===== config.mk =====
export PLATFORM = sky130hd
export DESIGN_NAME = lfu_page_replacement_unit_flat
export DESIGN_NICKNAME = d
export VERILOG_FILES = /design/src/rtl/core/lfupr_pkg.sv /design/src/rtl/core/lfupr_if.sv /design/src/rtl/core/lfupr_ram.sv /design/src/rtl/core/lfu_page_replacement_unit.sv /design/src/flat_wrapper.sv
export VERILOG_INCLUDE_DIRS = /design/src /design/src/rtl/core
export SDC_FILE = /design/constraint.sdc
export NUM_CORES = 1
export LEC_CHECK = 0
export BUFFER_PORTS_ARGS = -buffer_cell sky130_fd_sc_hd__buf_4
export CORE_ASPECT_RATIO = 1.1
export CORE_MARGIN = 3
export CORE_UTILIZATION = 35
export DETAILED_ROUTE_END_ITERATION = 10
export GPL_ROUTABILITY_DRIVEN = 0
export PLACE_DENSITY = 0.54
export SYNTH_ARGS = -nofsm -noshare
export SYNTH_HDL_FRONTEND = slang
export SYNTH_SLANG_ARGS = --single-unit

===== constraint.sdc =====
create_clock -name clock -period 15.7 [get_ports clock]
set_input_delay 1.57 -clock clock [delete_from_list [all_inputs] [get_ports clock]]
set_output_delay 1.57 -clock clock [all_outputs]
set_load 0.005 [all_outputs]

===== src/rtl/core/assert_macros.svh =====
// Assertion helpers shared by the RTL files of the project.
// Each macro expands to one labeled concurrent assertion on the rising clock edge.
`ifndef ASSERT_MACROS_SVH
`define ASSERT_MACROS_SVH

// The consequent must hold in the same cycle as the antecedent.
`define ASSERT_IMPLY(label, clk, rst, ante, cons) \
   label: assert property (@(posedge clk) disable iff (rst) (ante) |-> (cons)) \
      else $error("same-cycle implication failed");

// The consequent must hold in the cycle after the antecedent.
`define ASSERT_NEXT(label, clk, rst, ante, cons) \
   label: assert property (@(posedge clk) disable iff (rst) (ante) |=> (cons)) \
      else $error("next-cycle implication failed");

`endif


===== src/rtl/core/lfupr_pkg.sv =====
// ----------------------------------------------------------------------------
// LFU page replacement package
// Field widths, counter limits, the frame entry layout and the sequencer states.
// ----------------------------------------------------------------------------
package lfupr_pkg;

   localparam int PAGE_W  = 16;
   localparam int USE_W   = 16;
   localparam int TIME_W  = 32;
   localparam int FAULT_W = 32;
   localparam int CFG_W   = 4;
   localparam int SLOT_W  = 3;

   localparam logic [CFG_W-1:0]   ACTIVE_RESET = 4'd8;
   localparam logic [USE_W-1:0]   USE_MAX      = '1;
   localparam logic [TIME_W-1:0]  TIME_MAX     = '1;
   localparam logic [FAULT_W-1:0] FAULT_MAX    = '1;

   // One frame as it is kept in the frame memory.
   typedef struct packed {
      logic [PAGE_W-1:0] page;
      logic [USE_W-1:0]  use_count;
      logic [TIME_W-1:0] arrival;
   } frame_entry_type;

   typedef enum logic [2:0] {
      ST_IDLE   = 3'b001,
      ST_SCAN   = 3'b010,
      ST_UPDATE = 3'b100
   } state_type;

endpackage


===== src/rtl/core/lfupr_if.sv =====
// ----------------------------------------------------------------------------
// LFU page replacement channels
// Valid/ready channels for reference words, result words and register writes.
// ----------------------------------------------------------------------------
interface lfupr_req_if;
   logic                         valid;
   logic                         ready;
   logic [lfupr_pkg::PAGE_W-1:0] page;
   logic                         last_reference;

   modport source (output valid, output page, output last_reference, input ready);
   modport sink (input valid, input page, input last_reference, output ready);
endinterface

interface lfupr_rsp_if;
   logic                          valid;
   logic                          ready;
   logic                          hit;
   logic [lfupr_pkg::SLOT_W-1:0]  slot;
   logic                          evicted_valid;
   logic [lfupr_pkg::PAGE_W-1:0]  evicted_page;
   logic [lfupr_pkg::FAULT_W-1:0] faults_so_far;
   logic                          end_of_string;

   modport source (output valid, output hit, output slot, output evicted_valid,
                   output evicted_page, output faults_so_far, output end_of_string,
                   input ready);
   modport sink (input valid, input hit, input slot, input evicted_valid,
                 input evicted_page, input faults_so_far, input end_of_string,
                 output ready);
endinterface

interface lfupr_csr_if;
   logic                        valid;
   logic                        ready;
   logic [lfupr_pkg::CFG_W-1:0] data;

   modport source (output valid, output data, input ready);
   modport sink (input valid, input data, output ready);
endinterface


===== src/rtl/core/lfupr_ram.sv =====
// ----------------------------------------------------------------------------
// Generic single-port-write, single-port-read RAM
// One write and one registered read per cycle.
// ----------------------------------------------------------------------------
module lfupr_ram #(
   parameter int WIDTH = 64,
   parameter int DEPTH = 8,
   localparam int AW = (DEPTH > 1) ? $clog2(DEPTH) : 1
) (
   input  logic             clock,
   input  logic             wr_en,
   input  logic [AW-1:0]    wr_addr,
   input  logic [WIDTH-1:0] wr_data,
   input  logic             rd_en,
   input  logic [AW-1:0]    rd_addr,
   output logic [WIDTH-1:0] rd_data
);

   logic [WIDTH-1:0] mem_ff [DEPTH];
   logic [WIDTH-1:0] rd_data_ff;

   always_ff @(posedge clock) begin
      if (wr_en) begin
         mem_ff[wr_addr] <= wr_data;
      end
      if (rd_en) begin
         rd_data_ff <= mem_ff[rd_addr];
      end
   end

   assign rd_data = rd_data_ff;

endmodule


===== src/rtl/core/lfu_page_replacement_unit.sv =====
// A reference word is taken in the idle state and its frames are scanned; the block takes
// no new reference word until the chosen frame has been written back in the update state.
// The single read port of the frame memory is walked one frame per cycle, then the chosen
// frame is written back, which waits while the previous result is still held.
// Reset (synchronous, active high) empties all frames, clears the reference index and
// the fault total, and sets the active frame count to 8; there is no clearing pass.
// ----------------------------------------------------------------------------
// LFU page replacement unit
// Fully associative frame set with least-frequently-used replacement and an
// earliest-arrival tie break, built around one frame scan per reference.
// ----------------------------------------------------------------------------
`include "assert_macros.svh"

module lfu_page_replacement_unit #(
   parameter int FRAMES = 8
) (
   input  logic        clock,
   input  logic        reset,
   lfupr_req_if.sink   req_bus,
   lfupr_rsp_if.source rsp_bus,
   lfupr_csr_if.sink   csr_bus
);

   // Index width for a frame, and a count width that can also hold FRAMES itself.
   localparam int IDX_W = (FRAMES > 1) ? $clog2(FRAMES) : 1;
   localparam int CNT_W = $clog2(FRAMES + 1);
   localparam int KEY_W = lfupr_pkg::USE_W + lfupr_pkg::TIME_W;
   localparam int ENTRY_W = $bits(lfupr_pkg::frame_entry_type);

   // Sequencer and configuration.
   lfupr_pkg::state_type          state_ff, state_in;
   logic [lfupr_pkg::CFG_W-1:0]   active_ff, active_in;

   // The reference word being worked on, and the clamped active frame count.
   logic [lfupr_pkg::PAGE_W-1:0]  page_ff, page_in;
   logic                          last_ff, last_in;
   logic [CNT_W-1:0]              n_ff, n_in;

   // Scan pipeline: issue stage addresses the memory, check stage sees its data.
   logic [CNT_W-1:0]              issue_ff, issue_in;
   logic                          chk_vld_ff, chk_vld_in;
   logic [IDX_W-1:0]              chk_idx_ff, chk_idx_in;

   // What the scan has found so far.
   logic                          hit_found_ff, hit_found_in;
   logic [IDX_W-1:0]              hit_idx_ff, hit_idx_in;
   lfupr_pkg::frame_entry_type    hit_entry_ff, hit_entry_in;
   logic                          empty_found_ff, empty_found_in;
   logic [IDX_W-1:0]              empty_idx_ff, empty_idx_in;
   logic                          min_found_ff, min_found_in;
   logic [IDX_W-1:0]              min_idx_ff, min_idx_in;
   logic [KEY_W-1:0]              min_key_ff, min_key_in;
   logic [lfupr_pkg::PAGE_W-1:0]  min_page_ff, min_page_in;

   // Per-string state held in flops.
   logic [FRAMES-1:0]             valid_ff, valid_in;
   logic [lfupr_pkg::TIME_W-1:0]  ref_idx_ff, ref_idx_in;
   logic [lfupr_pkg::FAULT_W-1:0] fault_ff, fault_in;

   // Output register; it lets the next reference word start while a result waits.
   logic                          rsp_valid_ff, rsp_valid_in;
   logic                          rsp_hit_ff, rsp_hit_in;
   logic [lfupr_pkg::SLOT_W-1:0]  rsp_slot_ff, rsp_slot_in;
   logic                          rsp_evicted_ff, rsp_evicted_in;
   logic [lfupr_pkg::PAGE_W-1:0]  rsp_evicted_page_ff, rsp_evicted_page_in;
   logic [lfupr_pkg::FAULT_W-1:0] rsp_faults_ff, rsp_faults_in;
   logic                          rsp_end_ff, rsp_end_in;

   // Frame memory ports.
   logic                          ram_wr_en;
   logic [IDX_W-1:0]              ram_wr_addr;
   logic [ENTRY_W-1:0]            ram_wr_data;
   logic                          ram_rd_en;
   logic [IDX_W-1:0]              ram_rd_addr;
   logic [ENTRY_W-1:0]            ram_rd_data;

   // Helper nets.
   logic                          req_fire;
   logic                          issuing;
   logic                          out_free;
   logic                          upd_fire;
   logic                          chk_valid;
   lfupr_pkg::frame_entry_type    rd_entry;
   lfupr_pkg::frame_entry_type    wr_entry;
   logic [IDX_W-1:0]              slot_idx;
   logic [IDX_W+lfupr_pkg::SLOT_W-1:0] slot_wide;
   logic [7:0]                    act_wide;
   logic [7:0]                    lim_wide;

   // The frame memory holds page, use count and arrival time for every frame.
   // Empty frames are tracked by the valid flops, so the memory needs no clearing.
   lfupr_ram #(
      .WIDTH (ENTRY_W),
      .DEPTH (FRAMES)
   ) u_frame_ram (
      .clock   (clock),
      .wr_en   (ram_wr_en),
      .wr_addr (ram_wr_addr),
      .wr_data (ram_wr_data),
      .rd_en   (ram_rd_en),
      .rd_addr (ram_rd_addr),
      .rd_data (ram_rd_data)
   );

   assign req_fire  = req_bus.valid && req_bus.ready;
   assign issuing   = (state_ff == lfupr_pkg::ST_SCAN) && (issue_ff < n_ff);
   assign out_free  = !rsp_valid_ff || rsp_bus.ready;
   assign upd_fire  = (state_ff == lfupr_pkg::ST_UPDATE) && out_free;
   assign rd_entry  = lfupr_pkg::frame_entry_type'(ram_rd_data);
   assign chk_valid = valid_ff[chk_idx_ff];

   // A zero count behaves as one frame, and a count above FRAMES as FRAMES.
   always_comb begin
      act_wide = 8'(active_ff);
      if (act_wide == 8'd0) begin
         lim_wide = 8'd1;
      end else if (act_wide > 8'(FRAMES)) begin
         lim_wide = 8'(FRAMES);
      end else begin
         lim_wide = act_wide;
      end
   end

   // The frame written back: a hit bumps the use count, a fault installs the page
   // with a use count of one, stamped with the current reference index.
   always_comb begin
      if (hit_found_ff) begin
         slot_idx = hit_idx_ff;
      end else if (empty_found_ff) begin
         slot_idx = empty_idx_ff;
      end else begin
         slot_idx = min_idx_ff;
      end
      wr_entry.page = page_ff;
      if (hit_found_ff) begin
         wr_entry.use_count = (hit_entry_ff.use_count == lfupr_pkg::USE_MAX) ?
                              hit_entry_ff.use_count : hit_entry_ff.use_count + 1'b1;
         wr_entry.arrival   = hit_entry_ff.arrival;
      end else begin
         wr_entry.use_count = lfupr_pkg::USE_W'(1);
         wr_entry.arrival   = ref_idx_ff;
      end
      slot_wide = (IDX_W + lfupr_pkg::SLOT_W)'(slot_idx);
   end

   assign ram_rd_en   = issuing;
   assign ram_rd_addr = issue_ff[IDX_W-1:0];
   assign ram_wr_en   = upd_fire;
   assign ram_wr_addr = slot_idx;
   assign ram_wr_data = ENTRY_W'(wr_entry);

   always_comb begin
      state_in            = state_ff;
      active_in           = active_ff;
      page_in             = page_ff;
      last_in             = last_ff;
      n_in                = n_ff;
      issue_in            = issue_ff;
      chk_vld_in          = 1'b0;
      chk_idx_in          = chk_idx_ff;
      hit_found_in        = hit_found_ff;
      hit_idx_in          = hit_idx_ff;
      hit_entry_in        = hit_entry_ff;
      empty_found_in      = empty_found_ff;
      empty_idx_in        = empty_idx_ff;
      min_found_in        = min_found_ff;
      min_idx_in          = min_idx_ff;
      min_key_in          = min_key_ff;
      min_page_in         = min_page_ff;
      valid_in            = valid_ff;
      ref_idx_in          = ref_idx_ff;
      fault_in            = fault_ff;
      rsp_valid_in        = rsp_valid_ff && !rsp_bus.ready;
      rsp_hit_in          = rsp_hit_ff;
      rsp_slot_in         = rsp_slot_ff;
      rsp_evicted_in      = rsp_evicted_ff;
      rsp_evicted_page_in = rsp_evicted_page_ff;
      rsp_faults_in       = rsp_faults_ff;
      rsp_end_in          = rsp_end_ff;

      if (csr_bus.valid && csr_bus.ready) begin
         active_in = csr_bus.data;
      end

      case (state_ff)
         lfupr_pkg::ST_IDLE: begin
            if (req_fire) begin
               page_in        = req_bus.page;
               last_in        = req_bus.last_reference;
               n_in           = CNT_W'(lim_wide);
               issue_in       = '0;
               hit_found_in   = 1'b0;
               empty_found_in = 1'b0;
               min_found_in   = 1'b0;
               state_in       = lfupr_pkg::ST_SCAN;
            end
         end

         lfupr_pkg::ST_SCAN: begin
            if (issuing) begin
               issue_in   = issue_ff + 1'b1;
               chk_vld_in = 1'b1;
               chk_idx_in = issue_ff[IDX_W-1:0];
            end
            // One frame is examined per cycle for a match, the first empty frame
            // and the least (use count, arrival) key. A strict compare in frame
            // order leaves ties with the lowest frame.
            if (chk_vld_ff) begin
               if (chk_valid && (rd_entry.page == page_ff) && !hit_found_ff) begin
                  hit_found_in = 1'b1;
                  hit_idx_in   = chk_idx_ff;
                  hit_entry_in = rd_entry;
               end
               if (!chk_valid && !empty_found_ff) begin
                  empty_found_in = 1'b1;
                  empty_idx_in   = chk_idx_ff;
               end
               if (chk_valid && (!min_found_ff ||
                   ({rd_entry.use_count, rd_entry.arrival} < min_key_ff))) begin
                  min_found_in = 1'b1;
                  min_idx_in   = chk_idx_ff;
                  min_key_in   = {rd_entry.use_count, rd_entry.arrival};
                  min_page_in  = rd_entry.page;
               end
               if (CNT_W'(chk_idx_ff) == n_ff - CNT_W'(1)) begin
                  state_in = lfupr_pkg::ST_UPDATE;
               end
            end
         end

         lfupr_pkg::ST_UPDATE: begin
            // Waits here only while the previous result is still held.
            if (out_free) begin
               if (!hit_found_ff && (fault_ff != lfupr_pkg::FAULT_MAX)) begin
                  fault_in = fault_ff + 1'b1;
               end
               valid_in[slot_idx] = 1'b1;
               if (ref_idx_ff != lfupr_pkg::TIME_MAX) begin
                  ref_idx_in = ref_idx_ff + 1'b1;
               end

               rsp_valid_in        = 1'b1;
               rsp_hit_in          = hit_found_ff;
               rsp_slot_in         = slot_wide[lfupr_pkg::SLOT_W-1:0];
               rsp_evicted_in      = !hit_found_ff && !empty_found_ff;
               rsp_evicted_page_in = (!hit_found_ff && !empty_found_ff) ?
                                     min_page_ff : '0;
               rsp_faults_in       = fault_in;
               rsp_end_in          = last_ff;

               // The end of a string starts the next one from an empty frame set.
               if (last_ff) begin
                  valid_in   = '0;
                  ref_idx_in = '0;
                  fault_in   = '0;
               end
               state_in = lfupr_pkg::ST_IDLE;
            end
         end

         default: begin
            state_in = lfupr_pkg::ST_IDLE;
         end
      endcase
   end

   always_ff @(posedge clock) begin
      if (reset) begin
         state_ff     <= lfupr_pkg::ST_IDLE;
         active_ff    <= lfupr_pkg::ACTIVE_RESET;
         chk_vld_ff   <= 1'b0;
         valid_ff     <= '0;
         ref_idx_ff   <= '0;
         fault_ff     <= '0;
         rsp_valid_ff <= 1'b0;
      end else begin
         state_ff     <= state_in;
         active_ff    <= active_in;
         chk_vld_ff   <= chk_vld_in;
         valid_ff     <= valid_in;
         ref_idx_ff   <= ref_idx_in;
         fault_ff     <= fault_in;
         rsp_valid_ff <= rsp_valid_in;
      end
   end

   always_ff @(posedge clock) begin
      page_ff             <= page_in;
      last_ff             <= last_in;
      n_ff                <= n_in;
      issue_ff            <= issue_in;
      chk_idx_ff          <= chk_idx_in;
      hit_found_ff        <= hit_found_in;
      hit_idx_ff          <= hit_idx_in;
      hit_entry_ff        <= hit_entry_in;
      empty_found_ff      <= empty_found_in;
      empty_idx_ff        <= empty_idx_in;
      min_found_ff        <= min_found_in;
      min_idx_ff          <= min_idx_in;
      min_key_ff          <= min_key_in;
      min_page_ff         <= min_page_in;
      rsp_hit_ff          <= rsp_hit_in;
      rsp_slot_ff         <= rsp_slot_in;
      rsp_evicted_ff      <= rsp_evicted_in;
      rsp_evicted_page_ff <= rsp_evicted_page_in;
      rsp_faults_ff       <= rsp_faults_in;
      rsp_end_ff          <= rsp_end_in;
   end

   // New reference words are taken only between scans; configuration is always open.
   assign req_bus.ready         = (state_ff == lfupr_pkg::ST_IDLE);
   assign csr_bus.ready         = 1'b1;
   assign rsp_bus.valid         = rsp_valid_ff;
   assign rsp_bus.hit           = rsp_hit_ff;
   assign rsp_bus.slot          = rsp_slot_ff;
   assign rsp_bus.evicted_valid = rsp_evicted_ff;
   assign rsp_bus.evicted_page  = rsp_evicted_page_ff;
   assign rsp_bus.faults_so_far = rsp_faults_ff;
   assign rsp_bus.end_of_string = rsp_end_ff;

   // The fault total and the frame occupancy move only when a reference completes.
   `ASSERT_NEXT(a_fault_stable, clock, reset, !upd_fire, $stable(fault_ff))
   `ASSERT_NEXT(a_valid_stable, clock, reset, !upd_fire, $stable(valid_ff))
   // A hit must land on an occupied frame, and it never evicts anything.
   `ASSERT_IMPLY(a_hit_resident, clock, reset, upd_fire && hit_found_ff, valid_ff[hit_idx_ff])
   `ASSERT_IMPLY(a_hit_no_evict, clock, reset, rsp_valid_ff, !(rsp_hit_ff && rsp_evicted_ff))

endmodule

===== src/flat_wrapper.sv =====
// flat-port wrapper written by rule: the top's interface ports become plain ports
module lfu_page_replacement_unit_flat 
#(
   parameter int FRAMES = 8
)
  (clock, reset, req_bus_valid, req_bus_page, req_bus_last_reference, req_bus_ready, rsp_bus_valid, rsp_bus_hit, rsp_bus_slot, rsp_bus_evicted_valid, rsp_bus_evicted_page, rsp_bus_faults_so_far, rsp_bus_end_of_string, rsp_bus_ready, csr_bus_valid, csr_bus_data, csr_bus_ready);
  lfupr_req_if req_bus_i ();
  lfupr_rsp_if rsp_bus_i ();
  lfupr_csr_if csr_bus_i ();
  input  logic clock;
  input  logic reset;
  input wire logic [$bits(req_bus_i.valid)-1:0] req_bus_valid;
  input wire logic [$bits(req_bus_i.page)-1:0] req_bus_page;
  input wire logic [$bits(req_bus_i.last_reference)-1:0] req_bus_last_reference;
  output wire logic [$bits(req_bus_i.ready)-1:0] req_bus_ready;
  output wire logic [$bits(rsp_bus_i.valid)-1:0] rsp_bus_valid;
  output wire logic [$bits(rsp_bus_i.hit)-1:0] rsp_bus_hit;
  output wire logic [$bits(rsp_bus_i.slot)-1:0] rsp_bus_slot;
  output wire logic [$bits(rsp_bus_i.evicted_valid)-1:0] rsp_bus_evicted_valid;
  output wire logic [$bits(rsp_bus_i.evicted_page)-1:0] rsp_bus_evicted_page;
  output wire logic [$bits(rsp_bus_i.faults_so_far)-1:0] rsp_bus_faults_so_far;
  output wire logic [$bits(rsp_bus_i.end_of_string)-1:0] rsp_bus_end_of_string;
  input wire logic [$bits(rsp_bus_i.ready)-1:0] rsp_bus_ready;
  input wire logic [$bits(csr_bus_i.valid)-1:0] csr_bus_valid;
  input wire logic [$bits(csr_bus_i.data)-1:0] csr_bus_data;
  output wire logic [$bits(csr_bus_i.ready)-1:0] csr_bus_ready;
  assign req_bus_i.valid = req_bus_valid;
  assign req_bus_i.page = req_bus_page;
  assign req_bus_i.last_reference = req_bus_last_reference;
  assign req_bus_ready = req_bus_i.ready;
  assign rsp_bus_valid = rsp_bus_i.valid;
  assign rsp_bus_hit = rsp_bus_i.hit;
  assign rsp_bus_slot = rsp_bus_i.slot;
  assign rsp_bus_evicted_valid = rsp_bus_i.evicted_valid;
  assign rsp_bus_evicted_page = rsp_bus_i.evicted_page;
  assign rsp_bus_faults_so_far = rsp_bus_i.faults_so_far;
  assign rsp_bus_end_of_string = rsp_bus_i.end_of_string;
  assign rsp_bus_i.ready = rsp_bus_ready;
  assign csr_bus_i.valid = csr_bus_valid;
  assign csr_bus_i.data = csr_bus_data;
  assign csr_bus_ready = csr_bus_i.ready;
  lfu_page_replacement_unit #(.FRAMES(FRAMES)) u_core (.clock(clock), .reset(reset), .req_bus(req_bus_i), .rsp_bus(rsp_bus_i), .csr_bus(csr_bus_i));
endmodule

[Word level (Yosys, flattened, before mapping)]
Memories as Yosys holds them, arrays and structs flattened. A register that Yosys moved wholly into a read port is not among the register bits.
Cells that the tools add are included.
Word-level totals
  memories kept: 1
  logic and storage cells: 132
  memory bits (writable): 512
  flip-flop bits (word level): 287
  bits of input ports: 26
  output and inout port bits: 57
Memory list
  u_core.u_frame_ram.mem_ff: depth 8, bits a word 64, read ports 1, clocked after memory_dff 1, write ports 1, RTL line lfupr_ram.sv:19  | logic [WIDTH-1:0] mem_ff [DEPTH];
Cells by class
  eq/ne operators: 16
  bitwise gates (word level): 2
  $add $sub $neg: 5
  reduce and logical (&&, ||, !) cells: 36
  mux-type cells: 37
  $lt $le $gt $ge: 6
Operator list (count)
  two-way mux 32 bit: 4
  adder 32 x 1 -> 32 bit, second input constant: 2
  != test 32 bit, second input constant: 2
  < comparator 48 bit: 1
  two-way mux 48 bit: 1
  two-way mux 3 bit: 6
  adder 16 x 1 -> 16 bit, second input constant: 1
  == test 16 bit: 1
  == test 16 bit, second input constant: 1
  two-way mux 16 bit: 1
  AND reduction 4 bit: 4
  AND reduction 3 bit: 5
  two-way mux 1 bit: 14
  two-way mux 4 bit: 3
  logical AND 1 bit: 11
  != test 2 bit, second input constant: 5
  case mux 3 bit (3 select lines): 1
  < comparator 3 x 4 -> 1 bit, second input constant: 2
  two-way mux 8 bit: 1
  bitwise OR 8 bit: 1
  case mux 4 bit (2 select lines): 1
  logical NOT 1 bit: 6
  != test 2 x 1 -> 1 bit, second input constant: 3
  case mux 1 bit (2 select lines): 3
  17 further kinds: 22

[Depth between registers and ports, before layout]
  depth in word-level cells: 8
  mapped depth: 9
  mapped depth without buffers: 8

[Cells and area by module]
From an unflattened synthesis, not the netlist that was laid out.
Unflattened totals
  cells, all modules: 1979
  area, all modules: 34573.2 um2
By module, submodules not included
  lfupr_ram: instances 1, cells each 816, area an instance 21187.8 um2, seq. area each 17296.6 um2
  lfu_page_replacement_unit: instances 1, cells each 1163, area an instance 13385.3 um2, seq. area each 7807.5 um2

[Worst setup path after synthesis]
OpenSTA, ideal clock, no wires.
  path kind: register -> register
  from: register u_core.u_frame_ram.rd_data_ff[46], in the netlist u_core.u_frame_ram.rd_data[46] (read register of u_core.u_frame_ram.mem_ff)
  to: register u_core.min_idx_ff[0], enable pin
  slack: 2.780 ns
  data arrival time: 12.070 ns
  cell stages (with the launch flop): 8
  setup time: 0.850 ns
  required time: 14.850 ns
  period minus slack after synthesis: 12.920 ns
  path buffers: 0
  cells stage by stage: edfxtp_1 -> ha_1 -> a21oi_1 -> nand2_1 -> a221o_1 -> a211o_1 -> a22o_1 -> a2111oi_0
On the way
  cells in the longest elaborated chain, start to end: 4
RTL lines
  from (decl): RTL line lfupr_ram.sv:20  | logic [WIDTH-1:0] rd_data_ff;
  < comparator 48 bit: RTL line lfu_page_replacement_unit.sv:219  | ({rd_entry.use_count, rd_entry.arrival} < min_key_ff))) begin
  logical OR 1 bit: RTL line lfu_page_replacement_unit.sv:218  | if (chk_valid && (!min_found_ff ||
  logical AND 1 bit: RTL line lfu_page_replacement_unit.sv:218
  AND reduction 3 bit (no source line)
  to (signal assigned): RTL line lfu_page_replacement_unit.sv:299  | min_idx_ff <= min_idx_in;
  to (decl): RTL line lfu_page_replacement_unit.sv:51  | logic [IDX_W-1:0] min_idx_ff, min_idx_in;
Every way passes these cells.
A chain may end at the register's enable or synchronous reset.

[Worst setup path after layout]
  from: input port rsp_bus_ready
  to: memory u_core.u_frame_ram.mem_ff[7][37], enable pin
On the way
  cells in the longest elaborated chain, start to end: 4
RTL lines
  from (decl): RTL line flat_wrapper.sv:23  | input wire logic [$bits(rsp_bus_i.ready)-1:0] rsp_bus_ready;
  logical OR 1 bit: RTL line lfu_page_replacement_unit.sv:107  | assign out_free = !rsp_valid_ff || rsp_bus.ready;
  logical AND 1 bit: RTL line lfu_page_replacement_unit.sv:108  | assign upd_fire = (state_ff == lfupr_pkg::ST_UPDATE) && out_free;
  two-way mux 1 bit: RTL line lfupr_ram.sv:23  | if (wr_en) begin
  two-way mux 1 bit (implied by the code): RTL line lfupr_ram.sv:24  | mem_ff[wr_addr] <= wr_data;
  to (decl): RTL line lfupr_ram.sv:19
Every way passes these cells.

==> key figures <==
CTS
  • Clk Latency, worst-skew pair: 0.66 ns
  • Hold-fix buffers, CTS: 0
  • Clock sink count: 863
  • Resized Gates After CTS: 0
  • Htree depth: 3
  • CTS Buf Count: 91
  • Clock slew at reported path FFs: 0.06 ns
  • Root Driver: clkbuf_16
  • Post-CTS setup buffers: 0
  • Max clock buf depth: 3
  • CTS tree: done

Detailed routing
  • Vias per cell: 5.13
  • Final wirelength: 74200 um
  • Final ANT Viol Nets: 0
  • Via Count: 17600
  • DRC viols: 0
  • Drt first pass iters: 4
  • First DRT Iteration DRCs: 1167
  • Routed length per instance: 21.6 um

Global routing
  • Vias in the first global route: 18600
  • Largest net degree at the start of global routing: 100
  • First-pass GRT wire length: 114000 um
  • GRT overflow: 0
  • Tot GR Track Use: 0.145
  • Initial antenna violation count: 2

Critical path
  • Crit path kind: in -> reg
  • Worst setup SP type: input port
  • WP data arrival: 4.61 ns
  • Crit-path max FO: 41
  • WP data required: 15.97 ns
  • CP endpoint kind: register

Timing
  • Finish-stage setup viols: 0
  • Max Slew Vio Count: 0
  • Final hold vios: 0
  • Clock skew: 0.0295 ns
  • Tmin final: 4.34 ns
  • Unrepaired setup endpoints after global routing: false
  • Period utilisation layout: 0.276
  • Worst rel slew slack: 0.217
  • Worst Tran Pin Value: 1.16 ns
  • Setup TNS: 0 ns
  • Max Freq: 0.230 GHz
  • Final WS setup: 11.36 ns

Die
  • Chip width: 304 um
  • Chip height: 334 um
  • Initial Utilization: 0.356
  • Die area: 102000 um^2
  • Boundary Pins: 83
  • Core box area: 96300 um^2
  • Row count: 119

Power and ir drop
  • Pleak: 12.9 nW
  • Switch Pwr: 1.15 mW
  • Worst VDD drop: 0.0000821 V
  • Clock group share of total power: 0.412
  • Sw Ratio: 0.226
  • Gate power share: 0.076
  • Cell Pwr Density: 129 nW/um^2
  • Register share of total power: 0.512
  • Int Power: 3.94 mW

Cells and area
  • Antenna diodes: 0
  • Final nets: 2159
  • Area Overhead vs Synth: 15.1%
  • Final core occ: 0.409
  • Area occupied by multi-input gates: 8680 um^2
  • Final instance area: 39400 um^2
  • Layout Cells excl Fill: 3427
  • Register area: 25100 um^2
  • Layout filler cell count: 8536
  • Share of layout cells above drive strength 1: 0.232

Min path
  • Hold WC Path Type: reg -> reg

Synthesis
  • Top-area cell type share of the netlist area: 0.685
  • Post-synthesis sequential area ratio: 0.733
  • Synth area leader: edfxtp_1
  • Number of synthesized flops with an enable pin: 782
  • Synth top area cells: edfxtp_1 (69%), mux4_2 (8.5%), dfxtp_1 (4.7%), mux2_2 (3.1%), ha_1 (2.0%)
  • Post-synth ARST share: 0
  • Post-synthesis cell type count: 64
  • Post-synthesis cell count: 1951
  • Warnings from Yosys: 0
  • Syn Nets: 2032
  • FF+latch count, synth: 863
  • Main flop type after synthesis: edfxtp_1
  • Synth Cell Area: 34300 um^2
  • Syn_area_per_cell: 17.6 um^2

Place
  • IO buf count: 81
  • Placed Area: 36500 um^2
  • Setup WS pre-CTS: 10.58 ns
  • Placed instance count: 3255
  • Detail Placement HPWL: 41600 um

Outcome
  • Status: completed

Run
  • Maxcap violations: 0
worst max-delay path, stage by stage:
cell	delay (ns)
buf_4	0.08
nand2b_1	0.16
nand2b_4	0.23
clkinv_2	0.52
nand2_1	0.38
nor2_4	0.84
buf_4	0.77
power by group through the flow:
stage	Sequential (mW)	Combinational [mW]	Clock, mW
finish	2.60	0.387	2.09
global route	2.61	0.425	2.25
CTS	2.60	0.397	2.15
detailed placement	2.65	0.396	0
global placement	2.65	0.388	0
floorplan	2.64	0.286	0
stage by stage:
stage               power [mW]  hold WS [ns]
floorplan                 2.92         0.424
global placement          3.04         0.447
global route              5.28         0.487
detailed placement        3.05         0.461
CTS                       5.15         0.474
finish                    5.08         0.474
final timing paths:
kind	to	slack (ns)	from	cells past startpoint
setup / recovery	u_core.u_frame_ram.mem_ff[7][37]$_DFFE_PP_	11.36	rsp_bus_ready	7
hold / removal	u_core.min_page_ff[4]$_DFFE_PP_	0.47	u_core.u_frame_ram.rd_data[52]$_DFFE_PP_	0
setup reg to reg	u_core.u_frame_ram.mem_ff[7][37]$_DFFE_PP_	11.66	u_core.state_ff[2]$_SDFFE_PP0P_	6
hold reg to reg	u_core.min_page_ff[4]$_DFFE_PP_	0.47	u_core.u_frame_ram.rd_data[52]$_DFFE_PP_	0
cell usage in the layout, fill, tap and decap left out, drive strengths merged, types with 49 or more instances in the layout:
cell,Yosys,final
o21ai,54,54
xor2,50,50
nand3,49,49
dfxtp,81,81
nor2,96,96
a21oi,59,59
clkbuf,57,110
buf,22,113
edfxtp,782,782
ha,55,55
inv,68,71
mux4,130,130
nand2,73,73
clkinv,1,50
mux2,93,93
synth_stat cells (31+ instances only):
cell type	instances
a21oi_1	59
nor2_1	96
ha_1	55
mux2_2	93
mux4_2	130
nand2_1	73
inv_1	67
clkbuf_1	57
xor2_1	50
dfxtp_1	81
edfxtp_1	782
nand3_1	49
xnor2_1	31
o21ai_0	54
metal layers:
metal,routed length [um],GRT usage,vias to the layer above
met2,37300,0.250,378
met5,0,0,-
met3,2750,0.0223,122
met4,1900,0.0448,0
met1,32200,0.190,9152
li1,-,-,7941
layout make-up:
cell class | instances | area share
clock buffer | 110 | 0.0601
clock inverter | 62 | 0.0145
inverter | 69 | 0.00660
multi-input combinational | 940 | 0.220
sequential | 863 | 0.637
tap | 1270 | 0.0403
timing repair buffer | 113 | 0.0218
state kept, by name, summed over array words and instances (netlist names), 8 cells and up:
| register | cells |
|---|---|
| u_core.fault_ff | 32 |
| u_core.hit_entry_ff | 48 |
| u_core.min_key_ff | 48 |
| u_core.min_page_ff | 16 |
| u_core.page_ff | 16 |
| u_core.ref_idx_ff | 32 |
| u_core.rsp_bus.evicted_page | 16 |
| u_core.rsp_bus.faults_so_far | 32 |
| u_core.u_frame_ram.mem_ff | 512 |
| u_core.u_frame_ram.rd_data | 64 |
| u_core.valid_ff | 8 |
cells by family (layout without fill, tap and decap cells):
group	Yosys count	count (layout)	synth area share
AO/OA/AOI/OAI	176	176	0.0304
XOR/XNOR	81	81	0.0207
adder cells (fa/ha/maj)	55	55	0.0201
buffers and inverters	148	354	0.0165
flip-flops	863	863	0.733
multiplexers	236	236	0.120
other	1	1	0.000109
AND/OR/NAND/NOR	391	391	0.0595
Note: power is estimated with default switching activity, not from simulation.
